==> src/fbpa_pkg.sv <==
// Package for the fixed block pool allocator: field widths, codes and defaults.
// Used by the channel interfaces and by the top level; depends on nothing.
package fbpa_pkg;

    // Payload field widths, fixed by the item formats.
    localparam int KIND_W        = 1;
    localparam int FREE_IDX_W    = 8;
    localparam int STATUS_W      = 2;
    localparam int BLK_IDX_W     = 8;
    localparam int ADDR_W        = 32;
    localparam int PEAK_W        = 9;

    // Configuration port.
    localparam int CFG_DATA_W    = 32;
    localparam int CFG_IDX_W     = 2;
    localparam int BSIZE_W       = 16;
    localparam int COUNT_W       = 9;

    // Register indexes.
    localparam logic [CFG_IDX_W-1:0] CFG_POOL_BASE      = 2'd0;
    localparam logic [CFG_IDX_W-1:0] CFG_BLOCK_SIZE     = 2'd1;
    localparam logic [CFG_IDX_W-1:0] CFG_INSTANCE_COUNT = 2'd2;

    // Register reset values.
    localparam logic [ADDR_W-1:0]  POOL_BASE_RST  = 32'd0;
    localparam logic [BSIZE_W-1:0] BLOCK_SIZE_RST = 16'd4;
    localparam logic [COUNT_W-1:0] INST_COUNT_RST = 9'd256;

    // Request kinds.
    localparam logic [KIND_W-1:0] KIND_ALLOC = 1'b0;
    localparam logic [KIND_W-1:0] KIND_FREE  = 1'b1;

    // Result status codes.
    localparam logic [STATUS_W-1:0] ST_OK        = 2'd0;
    localparam logic [STATUS_W-1:0] ST_EXHAUSTED = 2'd1;
    localparam logic [STATUS_W-1:0] ST_BAD_INDEX = 2'd2;

    // Default pool depth.
    localparam int POOL_BLOCKS_DEF = 256;

endpackage

==> src/fbpa_req_if.sv <==
// Request channel of the fixed block pool allocator: valid/ready plus request fields.
// Depends on fbpa_pkg for the field widths.
interface fbpa_req_if;
    import fbpa_pkg::*;

    logic                  valid;
    logic                  ready;
    logic [KIND_W-1:0]     kind;
    logic [FREE_IDX_W-1:0] free_index;

    modport source (output valid, output kind, output free_index, input ready);
    modport sink   (input valid, input kind, input free_index, output ready);
endinterface

==> src/fbpa_rsp_if.sv <==
// Result channel of the fixed block pool allocator: valid/ready plus result fields.
// Depends on fbpa_pkg for the field widths.
interface fbpa_rsp_if;
    import fbpa_pkg::*;

    logic                 valid;
    logic                 ready;
    logic [STATUS_W-1:0]  status;
    logic [BLK_IDX_W-1:0] block_index;
    logic [ADDR_W-1:0]    block_address;
    logic [PEAK_W-1:0]    peak_count;

    modport source (output valid, output status, output block_index,
                    output block_address, output peak_count, input ready);
    modport sink   (input valid, input status, input block_index,
                    input block_address, input peak_count, output ready);
endinterface

==> src/fixed_block_pool_allocator.sv <==
// A result is registered in the EXEC state that follows an accepted request item, or later
// when the previous result is still waiting in the result register.
// A new item is taken only in the idle state, once the previous item is through; the
// registered read of the next-link memory must finish before the new list head is known.
// The result register lets a new item in while the previous result waits.
// Reset (synchronous, active low) empties the free list, clears the bump counter and
// loads the register defaults; the next-link memory is not cleared.
module fixed_block_pool_allocator #(
    parameter int POOL_BLOCKS = fbpa_pkg::POOL_BLOCKS_DEF
) (
    input  logic                                i_clk,
    input  logic                                i_rst_n,
    input  logic                                i_cfg_we,
    input  logic [fbpa_pkg::CFG_IDX_W-1:0]      i_cfg_index,
    input  logic [fbpa_pkg::CFG_DATA_W-1:0]     i_cfg_data,
    fbpa_req_if.sink                            i_req,
    fbpa_rsp_if.source                          o_rsp
);
    import fbpa_pkg::*;

    // Block index width, head width (one more to code the empty list) and compare width.
    localparam int IW = (POOL_BLOCKS > 1) ? $clog2(POOL_BLOCKS) : 1;
    localparam int HW = IW + 1;
    localparam int CW = (HW > COUNT_W) ? HW : COUNT_W;
    localparam int PW = IW + BSIZE_W;
    localparam logic [HW-1:0] HEAD_EMPTY = HW'(POOL_BLOCKS);

    localparam logic ST_IDLE = 1'b0;
    localparam logic ST_EXEC = 1'b1;

    // Configuration registers.
    logic [ADDR_W-1:0]  r_pool_base;
    logic [BSIZE_W-1:0] r_block_size;
    logic [COUNT_W-1:0] r_inst_count;

    // Control state.
    logic          r_state, n_state;
    logic [HW-1:0] r_head, n_head;
    logic [HW-1:0] r_used, n_used;

    // Latched request.
    logic [KIND_W-1:0]     r_kind;
    logic [FREE_IDX_W-1:0] r_fidx;

    // Next-link memory and its registered read data.
    logic [HW-1:0] r_link_mem [POOL_BLOCKS];
    logic [HW-1:0] r_rd_link;
    logic          link_we;
    logic [IW-1:0] link_waddr;

    // Result register.
    logic                 r_out_valid, n_out_valid;
    logic [STATUS_W-1:0]  r_status, n_status;
    logic [BLK_IDX_W-1:0] r_blk_idx, n_blk_idx;
    logic [ADDR_W-1:0]    r_addr, n_addr;
    logic [PEAK_W-1:0]    r_peak, n_peak;

    logic          req_acc;
    logic          done;
    logic [CW-1:0] limit;
    logic [IW-1:0] blk;
    logic          given;
    logic [PW-1:0] prod;

    assign i_req.ready = (r_state == ST_IDLE);
    assign req_acc     = i_req.valid && i_req.ready;
    assign done        = (r_state == ST_EXEC) && (!r_out_valid || o_rsp.ready);

    // Usable pool size: the configured count capped at the pool depth.
    assign limit = (CW'(r_inst_count) < CW'(POOL_BLOCKS)) ? CW'(r_inst_count)
                                                           : CW'(POOL_BLOCKS);

    // Block address of the chosen block.
    assign prod = PW'(blk) * PW'(r_block_size);

    // Configuration writes.
    always_ff @(posedge i_clk) begin
        if (!i_rst_n) begin
            r_pool_base  <= POOL_BASE_RST;
            r_block_size <= BLOCK_SIZE_RST;
            r_inst_count <= INST_COUNT_RST;
        end else if (i_cfg_we) begin
            unique case (i_cfg_index)
                CFG_POOL_BASE:      r_pool_base  <= i_cfg_data;
                CFG_BLOCK_SIZE:     r_block_size <= i_cfg_data[BSIZE_W-1:0];
                CFG_INSTANCE_COUNT: r_inst_count <= i_cfg_data[COUNT_W-1:0];
                default: ;
            endcase
        end
    end

    // Request latch.
    always_ff @(posedge i_clk) begin
        if (req_acc) begin
            r_kind <= i_req.kind;
            r_fidx <= i_req.free_index;
        end
    end

    // Next-link memory: read the link of the current head every cycle, write on a free.
    always_ff @(posedge i_clk) begin
        r_rd_link <= r_link_mem[r_head[IW-1:0]];
        if (link_we) begin
            r_link_mem[link_waddr] <= r_head;
        end
    end

    // Allocate and free decisions, taken when the result register can take the item.
    always_comb begin
        n_state     = r_state;
        n_head      = r_head;
        n_used      = r_used;
        n_out_valid = r_out_valid;
        n_status    = r_status;
        n_blk_idx   = r_blk_idx;
        n_addr      = r_addr;
        n_peak      = r_peak;
        link_we     = 1'b0;
        link_waddr  = IW'(r_fidx);
        blk         = '0;
        given       = 1'b0;

        if (o_rsp.ready) begin
            n_out_valid = 1'b0;
        end

        unique case (r_state)
            ST_IDLE: begin
                if (req_acc) begin
                    n_state = ST_EXEC;
                end
            end
            ST_EXEC: begin
                if (done) begin
                    n_state  = ST_IDLE;
                    n_status = ST_OK;
                    if (r_kind == KIND_ALLOC) begin
                        if (r_head < HEAD_EMPTY) begin
                            // Pop the head of the free list.
                            blk    = r_head[IW-1:0];
                            given  = 1'b1;
                            n_head = r_rd_link;
                        end else if (CW'(r_used) < limit) begin
                            // Take the next never-used block.
                            blk    = r_used[IW-1:0];
                            given  = 1'b1;
                            n_used = r_used + HW'(1);
                        end else begin
                            n_status = ST_EXHAUSTED;
                        end
                    end else begin
                        if (CW'(r_fidx) < limit) begin
                            // Push the freed block onto the list head.
                            link_we = 1'b1;
                            n_head  = HW'(r_fidx);
                        end else begin
                            n_status = ST_BAD_INDEX;
                        end
                    end
                    n_out_valid = 1'b1;
                    n_blk_idx   = given ? BLK_IDX_W'(blk) : '0;
                    n_addr      = given ? (r_pool_base + ADDR_W'(prod)) : '0;
                    n_peak      = PEAK_W'(n_used);
                end
            end
            default: n_state = ST_IDLE;
        endcase
    end

    // Control registers.
    always_ff @(posedge i_clk) begin
        if (!i_rst_n) begin
            r_state     <= ST_IDLE;
            r_head      <= HEAD_EMPTY;
            r_used      <= '0;
            r_out_valid <= 1'b0;
        end else begin
            r_state     <= n_state;
            r_head      <= n_head;
            r_used      <= n_used;
            r_out_valid <= n_out_valid;
        end
    end

    // Result payload.
    always_ff @(posedge i_clk) begin
        r_status  <= n_status;
        r_blk_idx <= n_blk_idx;
        r_addr    <= n_addr;
        r_peak    <= n_peak;
    end

    assign o_rsp.valid         = r_out_valid;
    assign o_rsp.status        = r_status;
    assign o_rsp.block_index   = r_blk_idx;
    assign o_rsp.block_address = r_addr;
    assign o_rsp.peak_count    = r_peak;

    // The list head is a valid block or the empty mark.
    a_head_range: assert property (@(posedge i_clk) disable iff (!i_rst_n)
        r_head <= HEAD_EMPTY)
        else $error("free list head out of range");

    // The bump counter never passes the pool depth.
    a_used_range: assert property (@(posedge i_clk) disable iff (!i_rst_n)
        r_used <= HW'(POOL_BLOCKS))
        else $error("bump counter out of range");

    // An accepted item moves the block to the EXEC state, where it takes no new request.
    a_busy_after_accept: assert property (@(posedge i_clk) disable iff (!i_rst_n)
        (i_req.valid && i_req.ready) |=> !i_req.ready)
        else $error("request taken while an item is in progress");

    // A failed request never carries a block address.
    a_fail_no_addr: assert property (@(posedge i_clk) disable iff (!i_rst_n)
        (o_rsp.valid && o_rsp.status != ST_OK) |-> (o_rsp.block_address == '0))
        else $error("failed request carries an address");

endmodule
==> src/flat_wrapper.sv <==
// flat-port wrapper written by rule: the top's interface ports become plain ports
module fixed_block_pool_allocator_flat import fbpa_pkg::*;
#(
    parameter int POOL_BLOCKS = fbpa_pkg::POOL_BLOCKS_DEF
)
  (i_clk, i_rst_n, i_cfg_we, i_cfg_index, i_cfg_data, i_req_valid, i_req_kind, i_req_free_index, i_req_ready, o_rsp_valid, o_rsp_status, o_rsp_block_index, o_rsp_block_address, o_rsp_peak_count, o_rsp_ready);
  fbpa_req_if i_req_i ();
  fbpa_rsp_if o_rsp_i ();
  input  logic i_clk;
  input  logic i_rst_n;
  input  logic i_cfg_we;
  input  logic [fbpa_pkg::CFG_IDX_W-1:0] i_cfg_index;
  input  logic [fbpa_pkg::CFG_DATA_W-1:0] i_cfg_data;
  input wire logic [$bits(i_req_i.valid)-1:0] i_req_valid;
  input wire logic [$bits(i_req_i.kind)-1:0] i_req_kind;
  input wire logic [$bits(i_req_i.free_index)-1:0] i_req_free_index;
  output wire logic [$bits(i_req_i.ready)-1:0] i_req_ready;
  output wire logic [$bits(o_rsp_i.valid)-1:0] o_rsp_valid;
  output wire logic [$bits(o_rsp_i.status)-1:0] o_rsp_status;
  output wire logic [$bits(o_rsp_i.block_index)-1:0] o_rsp_block_index;
  output wire logic [$bits(o_rsp_i.block_address)-1:0] o_rsp_block_address;
  output wire logic [$bits(o_rsp_i.peak_count)-1:0] o_rsp_peak_count;
  input wire logic [$bits(o_rsp_i.ready)-1:0] o_rsp_ready;
  assign i_req_i.valid = i_req_valid;
  assign i_req_i.kind = i_req_kind;
  assign i_req_i.free_index = i_req_free_index;
  assign i_req_ready = i_req_i.ready;
  assign o_rsp_valid = o_rsp_i.valid;
  assign o_rsp_status = o_rsp_i.status;
  assign o_rsp_block_index = o_rsp_i.block_index;
  assign o_rsp_block_address = o_rsp_i.block_address;
  assign o_rsp_peak_count = o_rsp_i.peak_count;
  assign o_rsp_i.ready = o_rsp_ready;
  fixed_block_pool_allocator #(.POOL_BLOCKS(POOL_BLOCKS)) u_core (.i_clk(i_clk), .i_rst_n(i_rst_n), .i_cfg_we(i_cfg_we), .i_cfg_index(i_cfg_index), .i_cfg_data(i_cfg_data), .i_req(i_req_i), .o_rsp(o_rsp_i));
endmodule
==> config.mk <==
export PLATFORM = sky130hd
export DESIGN_NAME = fixed_block_pool_allocator_flat
export DESIGN_NICKNAME = d
export VERILOG_FILES = /design/src/fbpa_pkg.sv /design/src/fbpa_req_if.sv /design/src/fbpa_rsp_if.sv /design/src/fixed_block_pool_allocator.sv /design/src/flat_wrapper.sv
export SDC_FILE = /design/constraint.sdc
export NUM_CORES = 2
export LEC_CHECK = 0
export ABC_AREA = 1
export BUFFER_PORTS_ARGS = -buffer_cell sky130_fd_sc_hd__buf_4
export CORE_MARGIN = 1
export CORE_UTILIZATION = 30
export DETAILED_ROUTE_END_ITERATION = 6
export PLACE_DENSITY = 0.53
export SETUP_SLACK_MARGIN = 0.05
export SLEW_MARGIN = 20
export SYNTH_ARGS = -nofsm -noshare
export SYNTH_HDL_FRONTEND = slang
export SYNTH_SLANG_ARGS = --single-unit
==> constraint.sdc <==
create_clock -name i_clk -period 8.8 [get_ports i_clk]
set_input_delay 1.76 -clock i_clk [delete_from_list [all_inputs] [get_ports i_clk]]
set_output_delay 1.76 -clock i_clk [all_outputs]
set_load 0.05 [all_outputs]
After elaboration in Yosys (flattened, before gate mapping)
Memory sizes are Yosys's and may differ from the RTL's. A register that Yosys moved wholly into a read port is not among the register bits.
Cells that the tools add are included.

word-level totals
  memories = 1
  memory bits (writable) = 2304
  word-level logic and storage cells = 69
  output and inout port bits = 53
  register bits after elaboration = 137
  input port bits = 48

memory list
  name               words  bits a word  rd ports  clocked after Yosys merged registers in  write ports  line                              text
  u_core.r_link_mem  256    9            1         1                                        1            fixed_block_pool_allocator.sv:46  logic [HW-1:0] r_link_mem [POOL_BLOCKS];

cells by class
  bitwise gates (word level) = 1
  reduce and logical (&&, ||, !) cells = 11
  muxes and demuxes = 33
  add/subtract/negate cells = 2
  multiply operators = 1
  equal/unequal tests = 3
  magnitude comparators = 4

operators with widths
  kind                 number
  $mux 9               7
  $mux 8               5
  $add 32x24->32       1
  $mul 8x16->24        1
  $lt 9x9->1 const B   2
  $mux 1               17
  $add 9x1->9 const B  1
  $lt 8x9->1           1
  $lt 9x9->1           1
  $reduce_and 2->1     4
  $mux 2               3
  $reduce_and 4->1     1
  $eq 2x1->1 const B   1
  $eq 2x2->1 const B   1
  $logic_and 1x1->1    2
  $logic_not 2->1      1
  $ne 2x2->1 const B   1
  $pmux 1 s2           1
  $reduce_bool 2->1    1
  $logic_not 1->1      1
  $logic_or 1x1->1     1
  $not 1->1            1

Longest topological paths before layout
  word-level depth = 10
  depth in mapped cells = 38
  mapped depth without buffers = 37

Worst setup path after synthesis
OpenSTA, ideal clock, no wires.

  path kind = register to register
  from = reg u_core.r_head[0]
  to = reg u_core.r_addr[21], in the netlist u_core.o_rsp.block_address[21] (data pin)
  data required time = 8550 ps
  clock period less this slack = 8805 ps
  cell stages (with the launch flop) = 30
  data arrival time = 8555 ps
  buffers on the path = 5
  path slack = -5 ps
  library setup time = 250 ps
  path through = dfxtp_1 -> buf_4 -> inv_2 -> buf_6 -> buf_4 -> buf_2 -> a21oi_1 -> inv_1 -> nor2_2 -> buf_2 -> nand2_1 -> fa_1 -> inv_1 -> fa_1 -> inv_1 -> fa_1 -> fa_1 -> inv_1 -> ha_1 -> nor2_1 -> a21oi_1 -> nand2_1 -> nand2_1 -> inv_1 -> o21ai_0 -> nand2_1 -> nor2_1 -> o21ai_0 -> inv_1 -> nor2_1

on the way
  word-level cells in the longest chain between the ends = 7
  elaborated cells between the ends (all ways) = 11
  classes of those cells = add/sub: 1; mul: 1; order compare: 1; mux: 8

ends and longest elaborated chain
  element                 line                               text
  from (decl)             fixed_block_pool_allocator.sv:38   logic [HW-1:0] r_head, n_head;
  from (signal assigned)  fixed_block_pool_allocator.sv:179  r_head <= n_head;
  $lt 9x9->1              fixed_block_pool_allocator.sv:138  if (r_head < HEAD_EMPTY) begin
  $mux 8                  fixed_block_pool_allocator.sv:138
  $mux 8                  fixed_block_pool_allocator.sv:137  if (r_kind == KIND_ALLOC) begin
  $mux 8                  fixed_block_pool_allocator.sv:134  if (done) begin
  $mux 8                  fixed_block_pool_allocator.sv:127  unique case (r_state)
  $mul 8x16->24           fixed_block_pool_allocator.sv:74   assign prod = PW'(blk) * PW'(r_block_size);
  $add 32x24->32          fixed_block_pool_allocator.sv:162  n_addr = given ? (r_pool_base + ADDR_W'(prod)) : '0;
  to (signal assigned)    fixed_block_pool_allocator.sv:189  r_addr <= n_addr;
  to (decl)               fixed_block_pool_allocator.sv:55   logic [ADDR_W-1:0] r_addr, n_addr;

Parallel ways exist; a longest one is shown, timed or not. The select of a mux whose other input is x is not followed.
A chain may end at the register's enable or synchronous reset.

Worst setup path in the final report
  from = reg u_core.r_inst_count[8]
  to = reg u_core.r_addr[21], in the netlist u_core.o_rsp.block_address[21] (data pin)

on the way
  word-level cells in the longest chain between the ends = 10
  elaborated cells between the ends (all ways) = 15
  classes of those cells = add/sub: 1; mul: 1; order compare: 2; mux: 11

ends and longest elaborated chain
  element                 line                               text
  from (decl)             fixed_block_pool_allocator.sv:34   logic [COUNT_W-1:0] r_inst_count;
  from (signal assigned)  fixed_block_pool_allocator.sv:86   CFG_INSTANCE_COUNT: r_inst_count <= i_cfg_data[COUNT_W-1:0];
  $lt 9x9->1              fixed_block_pool_allocator.sv:70   assign limit = (CW'(r_inst_count) < CW'(POOL_BLOCKS)) ? CW'(r_inst_count)
  $mux 9 *                fixed_block_pool_allocator.sv:70
  $lt 9x9->1 *            fixed_block_pool_allocator.sv:143  end else if (CW'(r_used) < limit) begin
  $mux 8                  fixed_block_pool_allocator.sv:143
  $mux 8                  fixed_block_pool_allocator.sv:138
  $mux 8                  fixed_block_pool_allocator.sv:137
  $mux 8                  fixed_block_pool_allocator.sv:134
  $mux 8                  fixed_block_pool_allocator.sv:127
  $mul 8x16->24           fixed_block_pool_allocator.sv:74
  $add 32x24->32          fixed_block_pool_allocator.sv:162

Every way passes the cells marked *; elsewhere a longest branch is shown, timed or not. The select of a mux whose other input is x is not followed.

==> impl_metrics.yaml <==
synthesis:
  synth-seq-cells: 2450
  synth_fa_ha_area_share_pct: 2.84
  synth_largest_area_cell: "edfxtp_1"
  synth_cell_types: 40
  yosys_warnings: 0
  synth_enable_flop_cells: 2364
  synth_xor_area_share_pct: 0.110
  synth_nets: 9292
  ys_seq_area_share_pct: 70.0
  synth_compound_area_share_pct: 1.08
  synth_commonest_cells: "nand2_1 (2,556), edfxtp_1 (2,364), nand3_1 (2,293)"
  muxShareOfSynthArea_pct: 0
  synth_area_leaders: "edfxtp_1 (68%), nand3_1 (11%), nand2_1 (9.2%)"
  syn_inst: 9072
  avgSynthCellArea_um2: 11.4
  yosysTopAreaCellShare_pct: 68.4
  synth_top_family_by_area: "simple AND/OR/NAND/NOR gates"
  synth_simple_gate_area_share_pct: 22.5
  synth_ff_type: "edfxtp_1"
  async_flop_share_pct: 0
  yosys.cell_count.top_type: "nand2_1"
  synth_area_um2: 104000
detailed_routing:
  drt_pass1_iterations: 7
  wl_per_cell_um: 21.2
  drt-total-wl_um: 291000
  drc: 9
  vias_per_cell: 4.96
  antenna_left: 0
  drt_iter0_drc: 6997
  vias: 68300
worst_setup_path:
  endpoint_kind: "flip-flop"
  slowest_stage: "nor2_2"
  timing.critical_path.arrival_ns: 7.55
  cp.required_ns: 9.39
  crit_path_start_kind: "flip-flop"
  cp_top_family: "adder cells"
  cp_max_fo: 15
  cpPeakStageDelay_ns: 0.56
  cp_num_buf_inv: 8
  critPathMostFrequentCell: "inv_1"
  worstSetupPathType: "flip-flop to flip-flop"
global_route:
  grt_remaining_overflow: 0
  track_usage_pct: 16.3
  grt_antenna_before_repair: 6
  grt_pass1_vias: 65400
  grt_max_degree: 186
  grt_pass1_wl_um: 432000
power_and_ir_drop:
  p_sw_share_pct: 24.3
  p_int_mw: 19.7
  ir_worst_vdd_mv: 0.131
  p_sw_mw: 6.31
  p_seq_share_pct: 50.0
  pwr-share-comb_pct: 8.3
  power_density_nw_per_um2: 221
  clockPowerShare_pct: 41.7
  p_leak_nw: 41.2
cells_and_area:
  fillers: 33900
  finalNetCount: 9229
  final_cell_area_um2: 117000
  drive_above_1_share_pct: 7.32
  area_growth_pct: 13.0
clock_network:
  cts-root-buf: "clkbuf_16"
  htreeDepth: 5
  postCtsSetupBuffers: 0
  numCtsBuffers: 272
  clk_latency_ns: 0.85
  cts_sinks: 2450
  cts.reportedPaths.clkPinSlew_ns: 0.07
  ctsResizeCount: 0
  cts_tree: "done"
  ctsHoldBuffers: 0
  cts_buffer_depth: 4
sta:
  worst_slew_pin_slew_ns: 1.15
  period_share_pct: 79.1
  finalHoldViolCount: 0
  fmax_ghz: 0.144
  min_period_ns: 6.96
  fin_skew_ns: 0.0430
  rsz0062_at_grt: "false"
  slew_headroom_pct: 23.2
  setup_viol: 0
  slew_violations: 0
  finalSetupTns_ns: 0
die:
  die_y_um: 590
  fp.dieW_um: 590
  placementRows: 215
  core_um2: 344000
  pin_count: 101
  design.die.area_um2: 349000
  start_util_pct: 30.2
place:
  hpwl_um: 167000
  detailed_place.area_um2: 109000
  gp_congestion: 0.822
  io_buffers: 100
run_status:
  violations: "DRC"
  outcome: "complete, but fails checks"
min_path:
  hold_path.class: "flip-flop to flip-flop"
job:
  drv_cap: 0
## power groups by stage
stage | combinational [mW] | sequential (mW) | clock, mW
2_1_floorplan | 1.17 | 13.4 | 0
3_3_place_gp | 2.15 | 13.2 | 0
3_5_place_dp | 2.17 | 13.2 | 0
4_1_cts | 2.18 | 13.0 | 11.0
5_1_grt | 2.35 | 13.0 | 11.4
6_report | 2.17 | 13.0 | 10.8
## stage by stage
| stage | total power [mW] | hold WS, ns | utilization [%] | std cells | setup slack, ns |
|---|---|---|---|---|---|
| 2_1_floorplan | 14.6 | 0.434 | - | 9072 | 0.102 |
| 3_3_place_gp | 15.4 | 0.482 | 31.7 | 13300 | 1.43 |
| 3_5_place_dp | 15.4 | 0.487 | 31.7 | 13300 | 1.42 |
| 4_1_cts | 26.2 | 0.496 | 34.1 | 13800 | 1.82 |
| 5_1_grt | 26.8 | 0.533 | 34.1 | 13800 | 1.25 |
| 6_report | 26.0 | 0.499 | 34.1 | 13800 | 1.84 |
## flip-flops by register name (all words and copies together) (netlist names), 2 cells and up
| register | flops |
|---|---|
| u_core.r_rd_link | 9 |
| u_core.o_rsp.block_address | 32 |
| u_core.r_link_mem | 2304 |
| u_core.o_rsp.status | 2 |
| u_core.o_rsp.block_index | 8 |
| u_core.r_pool_base | 32 |
| u_core.r_used | 9 |
| u_core.o_rsp.peak_count | 9 |
| u_core.r_head | 9 |
| u_core.r_block_size | 16 |
| u_core.r_inst_count | 9 |
| u_core.link_waddr | 8 |
## routing by layer
| layer | share of wire [%] | global-route usage, % |
|---|---|---|
| met5 | 0.0045 | 0 |
| met4 | 2.5 | 4.43 |
| met3 | 7.1 | 2.72 |
| met2 | 47 | 26.2 |
| met1 | 44 | 22.7 |
## cells in the final DEF, fill, tap and decap left out, drive strengths merged, types with 2 or more instances in the layout
master    instances
a21o              4
a21oi            87
a22oi             7
a31oi             4
buf             237
bufinv           16
clkbuf          340
clkinv          106
clkinvlp          2
dfxtp            86
diode             3
edfxtp         2364
fa              106
ha               66
inv             281
nand2          2559
nand3          2303
nand4            11
nor2            454
nor3             44
nor4              2
o211ai            2
o21a              3
o21ai            99
o21bai            2
o22ai             3
or2               3
xor2             12
## tightest hold or removal path, delay by kind of cell (launching register included)
family / cells / cell delay, ns
flops: 1 / 0.30
buf+inv: 1 / 0.08
compound gates: 1 / 0.07
## worst paths after layout
check                         startpoint                             end  slack (ns)  cells after the start
setup reg to reg  u_core.r_inst_count[8]  u_core.o_rsp.block_address[21]        1.84                     32
hold / removal    u_core.r_pool_base[13]          u_core.r_pool_base[13]        0.50                      2
hold reg to reg   u_core.r_pool_base[13]          u_core.r_pool_base[13]        0.50                      2
setup / recovery  u_core.r_inst_count[8]  u_core.o_rsp.block_address[21]        1.84                     32
## kinds of logic (layout without fill, tap and decap cells)
logic type,Yosys count,count (layout)
AO/OA/AOI/OAI,212,212
buffers and inverters,848,982
adder cells (fa/ha/maj),172,172
AND/OR/NAND/NOR,5377,5377
XOR/XNOR,13,13
other,0,3
flip-flops,2450,2450
## layout make-up
cell class                 instances  area [um^2]  area share [%]
inverter                         274         1060           0.901
clock buffer                     340         7200            6.13
antenna                            3         7.51         0.00640
timing repair buffer             237         1920            1.64
tap                             4557         5700            4.86
multi-input combinational       5774        27600            23.6
sequential                      2450        72700            62.0
clock inverter                   131         1080           0.924
(Power assumes the default switching activity.)
